[config.mk]
export PLATFORM = sky130hd
export DESIGN_NAME = adaptive_cruise_accel_controller
export DESIGN_NICKNAME = d
export VERILOG_FILES = /design/src/sv/acac_pkg.sv /design/src/sv/adaptive_cruise_accel_controller.sv /design/src/sv/acac_seq.sv /design/src/sv/acac_dp.sv
export SDC_FILE = /design/constraint.sdc
export NUM_CORES = 2
export LEC_CHECK = 0
export ABC_AREA = 1
export BUFFER_PORTS_ARGS = -buffer_cell sky130_fd_sc_hd__buf_4
export CAP_MARGIN = 40
export CORE_UTILIZATION = 65
export CTS_CLUSTER_DIAMETER = 120
export CTS_CLUSTER_SIZE = 28
export DETAILED_ROUTE_END_ITERATION = 6
export PLACE_DENSITY = 0.81
export SYNTH_ARGS = -nofsm -noshare
export SYNTH_HDL_FRONTEND = slang
export SYNTH_HIERARCHICAL = 1
export SYNTH_SLANG_ARGS = --single-unit
[constraint.sdc]
create_clock -name aclk -period 12.1 [get_ports aclk]
set_input_delay 3.025 -clock aclk [delete_from_list [all_inputs] [get_ports aclk]]
set_output_delay 3.025 -clock aclk [all_outputs]
set_load 0.01 [all_outputs]
[src/sv/acac_pkg.sv]
// Shared types and constants for the adaptive cruise acceleration controller.
// Holds the register set, the captured tick, the microcode word and datapath widths.
// No dependencies.
package acac_pkg;

    // Datapath widths.
    localparam int FracW = 32;               // fraction bits of the law accumulator
    localparam int AccW  = 58;               // signed accumulator, holds 100 x law
    localparam int HiW   = AccW - FracW;     // integer part of the accumulator
    localparam int MulAW = 34;               // signed multiplier operand A
    localparam int MulBW = 17;               // signed multiplier operand B
    localparam int MulPW = MulAW + MulBW;    // product width

    localparam int StepW = 4;
    localparam logic [StepW-1:0] StepFinish = StepW'(11);

    localparam logic signed [HiW-1:0] CodeMax = HiW'(1023);
    localparam logic signed [HiW-1:0] CodeMin = HiW'(-1024);
    localparam logic signed [AccW-1:0] CodeBias = AccW'(64'sd5 <<< FracW);

    // Configuration register indexes.
    localparam logic [2:0] RegTimeGapBase      = 3'd0;
    localparam logic [2:0] RegStandstillDist   = 3'd1;
    localparam logic [2:0] RegGainSpeedError   = 3'd2;
    localparam logic [2:0] RegGainGapError     = 3'd3;
    localparam logic [2:0] RegGainClosingSpeed = 3'd4;
    localparam logic [2:0] RegAccelFloor       = 3'd5;
    localparam logic [2:0] RegAccelCeiling     = 3'd6;
    localparam logic [2:0] RegEngageSpeedMin   = 3'd7;

    typedef struct packed {
        logic [11:0]        headway_base;
        logic [7:0]         standstill_distance;
        logic [15:0]        gain_speed_error;
        logic [15:0]        gain_gap_error;
        logic [15:0]        gain_closing_speed;
        logic signed [10:0] accel_floor_centi;
        logic [9:0]         accel_ceiling_centi;
        logic [15:0]        engage_speed_min;
    } cfg_t;

    localparam cfg_t CfgReset = '{
        headway_base:        12'd768,
        standstill_distance: 8'd10,
        gain_speed_error:    16'd32768,
        gain_gap_error:      16'd13107,
        gain_closing_speed:  16'd2621,
        accel_floor_centi:   -11'sd500,
        accel_ceiling_centi: 10'd147,
        engage_speed_min:    16'd2816
    };

    // Numeric part of one accepted word.
    typedef struct packed {
        logic [15:0] own_speed;
        logic [15:0] gap_distance;
        logic [15:0] closing_speed;
        logic [15:0] target_speed;
        logic        raining;
    } item_t;

    typedef enum logic [1:0] {
        MA_OWN,
        MA_CLOSE,
        MA_ERR,
        MA_DIFF
    } mul_a_sel_t;

    typedef enum logic [1:0] {
        MB_TG,
        MB_GCS,
        MB_GGE,
        MB_GSE
    } mul_b_sel_t;

    typedef enum logic [3:0] {
        ACC_HOLD,
        ACC_BASE,
        ACC_ADD_P,
        ACC_LOAD_P8,
        ACC_SUB_P,
        ACC_SEL_MIN,
        ACC_SHL2,
        ACC_ADD_T5,
        ACC_ADD_T6,
        ACC_CLAMP,
        ACC_ADD_BIAS
    } acc_op_t;

    typedef enum logic {
        JMP_NONE,
        JMP_IF_IDLE
    } jump_t;

    typedef struct packed {
        mul_a_sel_t       a_sel;
        mul_b_sel_t       b_sel;
        logic             mul_en;
        acc_op_t          acc_op;
        logic             save_flag;
        logic             save_lx;
        logic             save_t;
        jump_t            jmp;
        logic [StepW-1:0] target;
        logic             last;
    } ucode_t;

    localparam ucode_t UcNop = '{
        a_sel:     MA_OWN,
        b_sel:     MB_TG,
        mul_en:    1'b0,
        acc_op:    ACC_HOLD,
        save_flag: 1'b0,
        save_lx:   1'b0,
        save_t:    1'b0,
        jmp:       JMP_NONE,
        target:    '0,
        last:      1'b0
    };

endpackage

[src/sv/adaptive_cruise_accel_controller.sv]
// Top level of the adaptive cruise acceleration controller (constant time gap).
// Holds the register set, engage latch, input capture and output register.
// Depends on acac_pkg, acac_seq and acac_dp.
//
// Usage:
//  - Config: cfg_wr_en/cfg_addr/cfg_wdata write one register per cycle, no wait.
//    Write only while the block is idle.
//  - Input: one word per control tick on s_valid/s_ready. The engage latch is
//    updated when the word is accepted.
//  - Output: one word per input on m_valid/m_ready: m_engaged, m_accel_valid
//    (same as m_engaged) and m_accel_code (0 when disengaged).
//  - Program: an engaged tick runs a 12-step microprogram on one shared
//    multiplier and one accumulator; no new word is accepted until the
//    program finishes, and s_ready returns in the same cycle that the result
//    is loaded into the output register. A disengaged tick jumps from step 0
//    straight to the last step.
//  - Stall: the output register holds its word until taken; a finished
//    program waits on its last step while the previous word is unread.
//  - Reset (aresetn low, synchronous): registers return to defaults, the
//    latch is disengaged and both channels are empty.
module adaptive_cruise_accel_controller (
    input  logic               aclk,
    input  logic               aresetn,
    input  logic               cfg_wr_en,
    input  logic [2:0]         cfg_addr,
    input  logic [15:0]        cfg_wdata,
    input  logic               s_valid,
    output logic               s_ready,
    input  logic [15:0]        s_own_speed,
    input  logic [15:0]        s_gap_distance,
    input  logic [15:0]        s_closing_speed,
    input  logic [15:0]        s_target_speed,
    input  logic               s_engage_request,
    input  logic               s_sensor_fault,
    input  logic               s_gas_pressed,
    input  logic               s_brake_pressed,
    input  logic               s_raining,
    output logic               m_valid,
    input  logic               m_ready,
    output logic               m_engaged,
    output logic               m_accel_valid,
    output logic signed [10:0] m_accel_code
);

    acac_pkg::cfg_t     cfg_reg, cfg_next;
    acac_pkg::item_t    item_reg;
    logic               engaged_reg, engaged_next;
    logic               m_valid_reg, m_valid_next;
    logic               m_engaged_reg;
    logic signed [10:0] m_code_reg;

    logic               accept;
    logic               ok;
    logic               out_free;
    logic               busy;
    logic               done;
    acac_pkg::ucode_t   ctrl;
    logic signed [10:0] dp_code;

    assign s_ready  = !busy;
    assign accept   = s_valid && s_ready;
    assign out_free = !m_valid_reg || m_ready;

    assign ok = s_engage_request && !s_sensor_fault && !s_gas_pressed && !s_brake_pressed;
    assign engaged_next = accept
        ? (ok && (engaged_reg || (s_own_speed >= cfg_reg.engage_speed_min)))
        : engaged_reg;

    always_comb begin
        cfg_next = cfg_reg;
        if (cfg_wr_en) begin
            case (cfg_addr)
                acac_pkg::RegTimeGapBase:      cfg_next.headway_base        = cfg_wdata[11:0];
                acac_pkg::RegStandstillDist:   cfg_next.standstill_distance = cfg_wdata[7:0];
                acac_pkg::RegGainSpeedError:   cfg_next.gain_speed_error    = cfg_wdata;
                acac_pkg::RegGainGapError:     cfg_next.gain_gap_error      = cfg_wdata;
                acac_pkg::RegGainClosingSpeed: cfg_next.gain_closing_speed  = cfg_wdata;
                acac_pkg::RegAccelFloor:       cfg_next.accel_floor_centi   = cfg_wdata[10:0];
                acac_pkg::RegAccelCeiling:     cfg_next.accel_ceiling_centi = cfg_wdata[9:0];
                acac_pkg::RegEngageSpeedMin:   cfg_next.engage_speed_min    = cfg_wdata;
                default:                       cfg_next = cfg_reg;
            endcase
        end
    end

    always_comb begin
        m_valid_next = m_valid_reg;
        if (done) begin
            m_valid_next = 1'b1;
        end else if (m_ready) begin
            m_valid_next = 1'b0;
        end
    end

    always_ff @(posedge aclk) begin
        if (!aresetn) begin
            cfg_reg     <= acac_pkg::CfgReset;
            engaged_reg <= 1'b0;
            m_valid_reg <= 1'b0;
        end else begin
            cfg_reg     <= cfg_next;
            engaged_reg <= engaged_next;
            m_valid_reg <= m_valid_next;
        end
    end

    always_ff @(posedge aclk) begin
        if (accept) begin
            item_reg.own_speed     <= s_own_speed;
            item_reg.gap_distance  <= s_gap_distance;
            item_reg.closing_speed <= s_closing_speed;
            item_reg.target_speed  <= s_target_speed;
            item_reg.raining       <= s_raining;
        end
        if (done) begin
            m_engaged_reg <= engaged_reg;
            m_code_reg    <= engaged_reg ? dp_code : '0;
        end
    end

    acac_seq u_seq (
        .aclk       (aclk),
        .aresetn    (aresetn),
        .start_i    (accept),
        .engaged_i  (engaged_reg),
        .out_free_i (out_free),
        .busy_o     (busy),
        .done_o     (done),
        .ctrl_o     (ctrl)
    );

    acac_dp u_dp (
        .aclk   (aclk),
        .ctrl_i (ctrl),
        .cfg_i  (cfg_reg),
        .item_i (item_reg),
        .code_o (dp_code)
    );

    assign m_valid       = m_valid_reg;
    assign m_engaged     = m_engaged_reg;
    assign m_accel_valid = m_engaged_reg;
    assign m_accel_code  = m_code_reg;

    a_idle_code_zero: assert property (@(posedge aclk) disable iff (!aresetn)
        (m_valid_reg && !m_engaged_reg) |-> (m_code_reg == '0))
        else $error("disengaged word carries a nonzero code");

endmodule

[src/sv/acac_seq.sv]
// Microcode sequencer: step counter, control store and conditional jump.
// Drives acac_dp with one control word per step. Depends on acac_pkg.
module acac_seq (
    input  logic             aclk,
    input  logic             aresetn,
    input  logic             start_i,
    input  logic             engaged_i,
    input  logic             out_free_i,
    output logic             busy_o,
    output logic             done_o,
    output acac_pkg::ucode_t ctrl_o
);

    logic                       busy_reg, busy_next;
    logic [acac_pkg::StepW-1:0] step_reg, step_next;
    acac_pkg::ucode_t           uc;
    logic                       jump_taken;

    // Control store.
    always_comb begin
        uc = acac_pkg::UcNop;
        case (step_reg)
            4'd0: begin
                uc.a_sel  = acac_pkg::MA_OWN;
                uc.b_sel  = acac_pkg::MB_TG;
                uc.mul_en = 1'b1;
                uc.acc_op = acac_pkg::ACC_BASE;
                uc.jmp    = acac_pkg::JMP_IF_IDLE;
                uc.target = acac_pkg::StepFinish;
            end
            4'd1: begin
                uc.a_sel  = acac_pkg::MA_CLOSE;
                uc.b_sel  = acac_pkg::MB_GCS;
                uc.mul_en = 1'b1;
                uc.acc_op = acac_pkg::ACC_ADD_P;
            end
            4'd2: begin
                uc.a_sel     = acac_pkg::MA_ERR;
                uc.b_sel     = acac_pkg::MB_GGE;
                uc.mul_en    = 1'b1;
                uc.acc_op    = acac_pkg::ACC_LOAD_P8;
                uc.save_flag = 1'b1;
            end
            4'd3: begin
                uc.a_sel  = acac_pkg::MA_DIFF;
                uc.b_sel  = acac_pkg::MB_GSE;
                uc.mul_en = 1'b1;
                uc.acc_op = acac_pkg::ACC_SUB_P;
            end
            4'd4: begin
                uc.acc_op  = acac_pkg::ACC_LOAD_P8;
                uc.save_lx = 1'b1;
            end
            4'd5: uc.acc_op = acac_pkg::ACC_SEL_MIN;
            4'd6: begin
                uc.acc_op = acac_pkg::ACC_SHL2;
                uc.save_t = 1'b1;
            end
            4'd7:  uc.acc_op = acac_pkg::ACC_ADD_T5;
            4'd8:  uc.acc_op = acac_pkg::ACC_ADD_T6;
            4'd9:  uc.acc_op = acac_pkg::ACC_CLAMP;
            4'd10: uc.acc_op = acac_pkg::ACC_ADD_BIAS;
            4'd11: uc.last   = 1'b1;
            default: uc = acac_pkg::UcNop;
        endcase
    end

    assign jump_taken = busy_reg && (uc.jmp == acac_pkg::JMP_IF_IDLE) && !engaged_i;
    assign done_o     = busy_reg && uc.last && out_free_i;
    assign busy_o     = busy_reg;
    assign ctrl_o     = busy_reg ? uc : acac_pkg::UcNop;

    always_comb begin
        busy_next = busy_reg;
        step_next = step_reg;
        if (start_i) begin
            busy_next = 1'b1;
            step_next = '0;
        end else if (busy_reg) begin
            if (done_o) begin
                busy_next = 1'b0;
            end else if (jump_taken) begin
                step_next = uc.target;
            end else if (!uc.last) begin
                step_next = step_reg + acac_pkg::StepW'(1);
            end
        end
    end

    always_ff @(posedge aclk) begin
        if (!aresetn) begin
            busy_reg <= 1'b0;
            step_reg <= '0;
        end else begin
            busy_reg <= busy_next;
            step_reg <= step_next;
        end
    end

    a_start_enters_step0: assert property (@(posedge aclk) disable iff (!aresetn)
        start_i |=> busy_reg && (step_reg == '0))
        else $error("sequencer did not start at step 0");

    a_done_releases: assert property (@(posedge aclk) disable iff (!aresetn)
        done_o |=> !busy_reg)
        else $error("sequencer still busy after finish");

    a_step_in_program: assert property (@(posedge aclk) disable iff (!aresetn)
        busy_reg |-> step_reg <= acac_pkg::StepFinish)
        else $error("step counter left the program");

endmodule

[src/sv/acac_dp.sv]
// Datapath: one shared signed multiplier, a wide accumulator and the
// clamp and code formatting. Controlled by acac_seq; depends on acac_pkg.
module acac_dp (
    input  logic               aclk,
    input  acac_pkg::ucode_t   ctrl_i,
    input  acac_pkg::cfg_t     cfg_i,
    input  acac_pkg::item_t    item_i,
    output logic signed [10:0] code_o
);

    logic signed [acac_pkg::AccW-1:0]  acc_reg, acc_next;
    logic signed [acac_pkg::AccW-1:0]  lx_reg;
    logic signed [acac_pkg::AccW-1:0]  t_reg;
    logic                              flag_reg;
    logic signed [acac_pkg::MulPW-1:0] p_reg, p_next;

    logic signed [acac_pkg::MulAW-1:0] mul_a;
    logic signed [acac_pkg::MulBW-1:0] mul_b;
    logic [12:0]                       tg;
    logic [16:0]                       speed_diff;
    logic [16:0]                       base_diff;
    logic signed [acac_pkg::AccW-1:0]  p_ext;
    logic signed [acac_pkg::HiW-1:0]   acc_hi;
    logic                              acc_frac_nz;
    logic signed [acac_pkg::HiW-1:0]   floor_ext;
    logic signed [acac_pkg::HiW-1:0]   ceil_ext;
    logic signed [acac_pkg::HiW-1:0]   quot;
    logic                              acc_pos;

    assign tg         = item_i.raining ? {cfg_i.headway_base, 1'b0}
                                       : {1'b0, cfg_i.headway_base};
    assign speed_diff = {1'b0, item_i.target_speed} - {1'b0, item_i.own_speed};
    assign base_diff  = {9'b0, cfg_i.standstill_distance} - {1'b0, item_i.gap_distance};

    always_comb begin
        case (ctrl_i.a_sel)
            acac_pkg::MA_OWN:
                mul_a = {{(acac_pkg::MulAW-16){1'b0}}, item_i.own_speed};
            acac_pkg::MA_CLOSE:
                mul_a = {{(acac_pkg::MulAW-16){1'b0}}, item_i.closing_speed};
            acac_pkg::MA_ERR:
                mul_a = acc_reg[acac_pkg::MulAW-1:0];
            acac_pkg::MA_DIFF:
                mul_a = {{(acac_pkg::MulAW-17){speed_diff[16]}}, speed_diff};
            default:
                mul_a = '0;
        endcase
        case (ctrl_i.b_sel)
            acac_pkg::MB_TG:  mul_b = {{(acac_pkg::MulBW-13){1'b0}}, tg};
            acac_pkg::MB_GCS: mul_b = {1'b0, cfg_i.gain_closing_speed};
            acac_pkg::MB_GGE: mul_b = {1'b0, cfg_i.gain_gap_error};
            acac_pkg::MB_GSE: mul_b = {1'b0, cfg_i.gain_speed_error};
            default:          mul_b = '0;
        endcase
    end

    assign p_next = ctrl_i.mul_en ? mul_a * mul_b : p_reg;
    assign p_ext  = {{(acac_pkg::AccW-acac_pkg::MulPW){p_reg[acac_pkg::MulPW-1]}}, p_reg};

    assign acc_hi      = acc_reg[acac_pkg::AccW-1:acac_pkg::FracW];
    assign acc_frac_nz = |acc_reg[acac_pkg::FracW-1:0];
    assign floor_ext   = {{(acac_pkg::HiW-11){cfg_i.accel_floor_centi[10]}},
                          cfg_i.accel_floor_centi};
    assign ceil_ext    = {{(acac_pkg::HiW-10){1'b0}}, cfg_i.accel_ceiling_centi};
    assign acc_pos     = !acc_reg[acac_pkg::AccW-1] && (acc_reg != '0);

    always_comb begin
        case (ctrl_i.acc_op)
            acac_pkg::ACC_HOLD:
                acc_next = acc_reg;
            acac_pkg::ACC_BASE:
                acc_next = {{(acac_pkg::AccW-33){base_diff[16]}}, base_diff, 16'b0};
            acac_pkg::ACC_ADD_P:
                acc_next = acc_reg + p_ext;
            acac_pkg::ACC_LOAD_P8:
                acc_next = {p_ext[acac_pkg::AccW-9:0], 8'b0};
            acac_pkg::ACC_SUB_P:
                acc_next = acc_reg - p_ext;
            acac_pkg::ACC_SEL_MIN:
                acc_next = (flag_reg || (lx_reg < acc_reg)) ? lx_reg : acc_reg;
            acac_pkg::ACC_SHL2:
                acc_next = {acc_reg[acac_pkg::AccW-3:0], 2'b0};
            acac_pkg::ACC_ADD_T5:
                acc_next = acc_reg + {t_reg[acac_pkg::AccW-6:0], 5'b0};
            acac_pkg::ACC_ADD_T6:
                acc_next = acc_reg + {t_reg[acac_pkg::AccW-7:0], 6'b0};
            acac_pkg::ACC_CLAMP: begin
                if (acc_hi < floor_ext) begin
                    acc_next = {floor_ext, {acac_pkg::FracW{1'b0}}};
                end else if ((acc_hi > ceil_ext) || ((acc_hi == ceil_ext) && acc_frac_nz)) begin
                    acc_next = {ceil_ext, {acac_pkg::FracW{1'b0}}};
                end else begin
                    acc_next = acc_reg;
                end
            end
            acac_pkg::ACC_ADD_BIAS:
                acc_next = acc_reg + acac_pkg::CodeBias;
            default:
                acc_next = acc_reg;
        endcase
    end

    // Truncate toward zero, then saturate to 11 bits.
    always_comb begin
        quot = acc_hi + {{(acac_pkg::HiW-1){1'b0}}, (acc_hi[acac_pkg::HiW-1] && acc_frac_nz)};
        if (quot > acac_pkg::CodeMax) begin
            code_o = acac_pkg::CodeMax[10:0];
        end else if (quot < acac_pkg::CodeMin) begin
            code_o = acac_pkg::CodeMin[10:0];
        end else begin
            code_o = quot[10:0];
        end
    end

    always_ff @(posedge aclk) begin
        acc_reg <= acc_next;
        p_reg   <= p_next;
        if (ctrl_i.save_flag) begin
            flag_reg <= acc_pos;
        end
        if (ctrl_i.save_lx) begin
            lx_reg <= acc_reg;
        end
        if (ctrl_i.save_t) begin
            t_reg <= acc_reg;
        end
    end

endmodule
After elaboration in Yosys (flattened, before gate mapping). Cells that the tools add are included.

Add/sub/neg operators: 9. Multipliers: 1. Order comparisons: 6. Equal/unequal tests: 38. Mux-type cells: 24. Bitwise operators: 3. Reduce and logical (&&, ||, !) cells: 44.

Operators by type and width (number): $pmux 58 s10 (1); $mux 58 (3); $pmux 34 s4 (1); $add 58x58->58 (2); $pmux 17 s4 (1); $add 58x36->58 const B (1); $add 58x51->58 (1); $lt 58x58->1 (1); $reduce_bool 58->1 (1); $sub 58x51->58 (1); $mul 34x17->51 (1); $pmux 4 s10 (1); $eq 4x3->1 const B (8); $reduce_or 32->1 (1); $eq 4x4->1 const B (7); $add 26x1->26 (1); $eq 26x11->1 (1); $gt 26x11->1 (1); $gt 26x11->1 const B (1); $lt 26x11->1 (1); $lt 26x11->1 const B (1); $pmux 5 s4 (1); $mux 18 (1); $sub 16x16->17 (1); 31 further kinds (85).

Bits in registers: 410. Output and inout bits: 15. Logic and storage cells: 150.

Logic depth before layout (Yosys ltp).
Depth in word-level cells: 7. Gate-level depth with buffers: 39.

Hierarchy. The synthesis kept the hierarchy.

By module, submodules not included: acac_dp (times used 1, cells an instance 7739, area each 50714.9 sq um, sequential area each 6636.4 sq um); adaptive_cruise_accel_controller (times used 1, cells an instance 654, area each 6633.9 sq um, sequential area each 4454.3 sq um); acac_seq (times used 1, cells an instance 93, area each 558.0 sq um, sequential area each 100.1 sq um).

Worst setup path after synthesis. Ideal clock, no wire load.

Kind: register -> register. Start: reg u_seq/step_reg[0] in the netlist's numbering. End: reg u_dp/p_reg[41] in the netlist's numbering, data pin. Library setup time: 0.252 ns. Arrival time: 7.121 ns. Setup slack: 4.726 ns. Cell stages (with the launch flop): 34. Buffers on the path: 3. Cells stage by stage: dfxtp_1 ha_1 nand2_1 a21oi_1 buf_4 buf_2 inv_1 clkbuf_1 a221oi_1 nand2_1 nand2_1 nor2_1 fa_1 inv_1 fa_1 inv_1 fa_1 inv_1 fa_1 inv_1 fa_1 inv_1 fa_1 inv_1 ha_1 a21o_1 a31oi_1 o21ai_1 a21oi_1 o21ai_1 nand3_1 nand2_1 nand2_1 nand2_1.

RTL lines: from (decl) (line acac_seq.sv:15) `logic [acac_pkg::StepW-1:0] step_reg, step_next;`; from (signal assigned) (line acac_seq.sv:96) `step_reg <= step_next;`; to (signal assigned) (line acac_dp.sv:117) `p_reg <= p_next;`; to (decl) (line acac_dp.sv:15) `logic signed [acac_pkg::MulPW-1:0] p_reg, p_next;`.

==> impl_metrics.json <==
{
  "multi_input_area_um2": 39300,
  "worstMarginPinSlew_ns": 1.03,
  "clk_root_buffer_cell": "clkbuf_16",
  "period_minus_slack_ns": 10.33,
  "cp-start-kind": "register",
  "final_area_um2": 60900,
  "switchingPower_mw": 3.20,
  "grt_usage_pct": 50.5,
  "final_core_util_pct": 69.1,
  "switching_share_pct": 50.2,
  "syn_inst": 8479,
  "slowest_delay_ns": 0.73,
  "vias_per_cell": 6.14,
  "grt_overflow_total": 0,
  "clockBufferDepth": 3,
  "totalPowerFinal_mw": 6.37,
  "die_h_um": 300,
  "r2r_slack_ns": 1.77,
  "p_int_mw": 3.17,
  "placed_area_um2": 60100,
  "hold_buffers": 0,
  "crit_path_end_kind": "register",
  "status": "complete, but fails checks",
  "drc": 43,
  "start_util_pct": 65.6,
  "rsz0062_at_grt": "no",
  "power.leakage_nw": 31.7,
  "vias": 59528,
  "ant_nets": 0,
  "synth_area_um2": 57900,
  "h-tree-depth": 1,
  "clock_sinks": 410,
  "pwr-share-seq_pct": 28.9,
  "design.core.area_um2": 88200,
  "crit_buf_inv": 6,
  "skew_ns": 0.0394,
  "finalSetupViolations": 0,
  "crit_required_ns": 12.49,
  "grt_max_degree": 72,
  "p_comb_share_pct": 56.5,
  "post_cts.repair.setup_buffers": 0,
  "violations": "design-rule violations",
  "drv_slew": 0,
  "p_per_area_nw_per_um2": 104,
  "max_freq_mhz": 96.8,
  "cts_tree": "done",
  "timing.setup.tns_ns": 0,
  "finalNetCount": 9550,
  "ir_drop_uv": 148,
  "hold_class": "register to register",
  "yosys_warnings": 6,
  "critPathSlowestCell": "nand2_1",
  "maxCapViolations": 0,
  "critical_path_class": "register to register",
  "largest_reg_flops": 105,
  "whs_path_depth": 2,
  "regArea_um2": 11200,
  "clk_pin_slew_ns": 0.11,
  "wire_per_inst_um": 23.6,
  "synth.avg_cell_area_um2": 6.82,
  "clkPwrFrac_pct": 14.6,
  "arrival_ns": 10.72,
  "critical_path.top_delay_family": "simple AND/OR/NAND/NOR gates",
  "drive_gt1_share_pct": 4.35,
  "routed_wirelength_mm": 229,
  "core.rowCount": 109,
  "drtIter0Drc": 7709,
  "max_slew_margin_pct": 30.9,
  "synth_nets": 9517,
  "hold_viol_final": 0,
  "routabilityCongestion": 1.14,
  "fill_cells": 7430,
  "post_cts_resized": 0,
  "crit_cells": 27,
  "holdWs_ns": 0.468,
  "num_io_pins": 108,
  "clk_latency_ns": 0.63,
  "antenna_found_initial": 14,
  "worstPathMaxFanout": 52,
  "syn_to_final_growth_pct": 5.31,
  "grt_pass1_wl_mm": 342,
  "fp.dieW_um": 300,
  "dieArea_um2": 90200,
  "dp_hpwl_mm": 187,
  "timing.final.crit_share_pct": 85.4,
  "numCtsBuffers": 22,
  "ff2ff_path_depth": 27,
  "first_pass_iters": 7,
  "grt_pass1_vias": 58701,
  "port_buffers": 107
}
worst register-to-register path: stages (launching register included):
cell and delay (ns):
dfxtp_1 0.45, ha_1 0.34, o21ai_0 0.22, nor2_1 0.63, nand2_1 0.56, nor2_1 0.36
nand2_4 0.37, nand2_1 0.79, inv_1 0.36, nor2_1 0.68, fa_1 0.67, fa_1 0.58
inv_1 0.05, fa_1 0.53, inv_1 0.06, fa_1 0.53, inv_1 0.06, fa_1 0.51
fa_1 0.55, inv_1 0.04, ha_1 0.43, nand2_1 0.16, nor3_1 0.30, inv_1 0.15
nor4_1 0.34, nand3b_1 0.21, nand4_1 0.11, nand2_1 0.05
worst paths after layout:
kind,startpoint,end
max reg2reg,u_seq/step_reg[0],u_dp/p_reg[49]
max,u_seq/step_reg[0],u_dp/p_reg[49]
min,cfg_reg[12],cfg_reg[12]
min reg2reg,cfg_reg[12],cfg_reg[12]
metal layers:
metal	GRT usage, %	up-vias	wire (um)
li1	-	26503	-
met1	56.6	27111	75000
met2	78.6	4499	99000
met3	14.1	1397	29200
met4	45.3	18	25700
met5	0	-	119
final cells by class:
class | count | area share (%)
clock inverters | 9 | 0.257
diodes | 6 | 0.0246
inverters | 1781 | 11.0
repair buffers | 188 | 2.51
flip-flops and latches | 410 | 18.4
multi-input cells | 6109 | 64.5
clock buffers | 31 | 0.975
well taps | 1165 | 2.39
cell usage in the layout (no fill, tap or decap), types with 10 or more instances in the layout:
master     instances
nand2_1         2341
inv_1           1754
nor2_1           867
fa_1             522
nand3_1          520
a21oi_1          455
ha_1             423
edfxtp_1         298
o21ai_0          266
buf_4            178
dfxtp_1          112
xor2_1           108
nand4_1           99
nor3_1            73
or2_2             44
o21bai_1          37
xnor2_1           35
nor2_2            26
a21o_1            24
nor4_1            23
a31oi_1           23
clkbuf_16         22
inv_2             21
a221oi_1          21
nand3b_1          21
o22ai_1           18
nor2_4            12
o21ai_1           12
a22o_1            12
o211ai_1          11
o2111ai_1         11
nand2_2           10
and2_1            10
per-stage QoR:
stage | setup WS, ns | std cells
2_1_floorplan | 4.73 | 8479
3_3_place_gp | 2.32 | 9637
3_5_place_dp | 2.01 | 9649
4_1_cts | 1.98 | 9689
5_1_grt | 1.32 | 9696
6_report | 1.77 | 9699
power by group through the flow:
stage	clock, mW	combinational, mW	sequential, mW
after global routing	0.965	3.98	1.84
after global placement	0	3.40	1.86
after CTS	0.925	3.49	1.82
after detailed placement	0	3.47	1.86
final	0.929	3.60	1.84
after floorplan	0	2.41	1.78
Power figures use the tool's default switching activity.
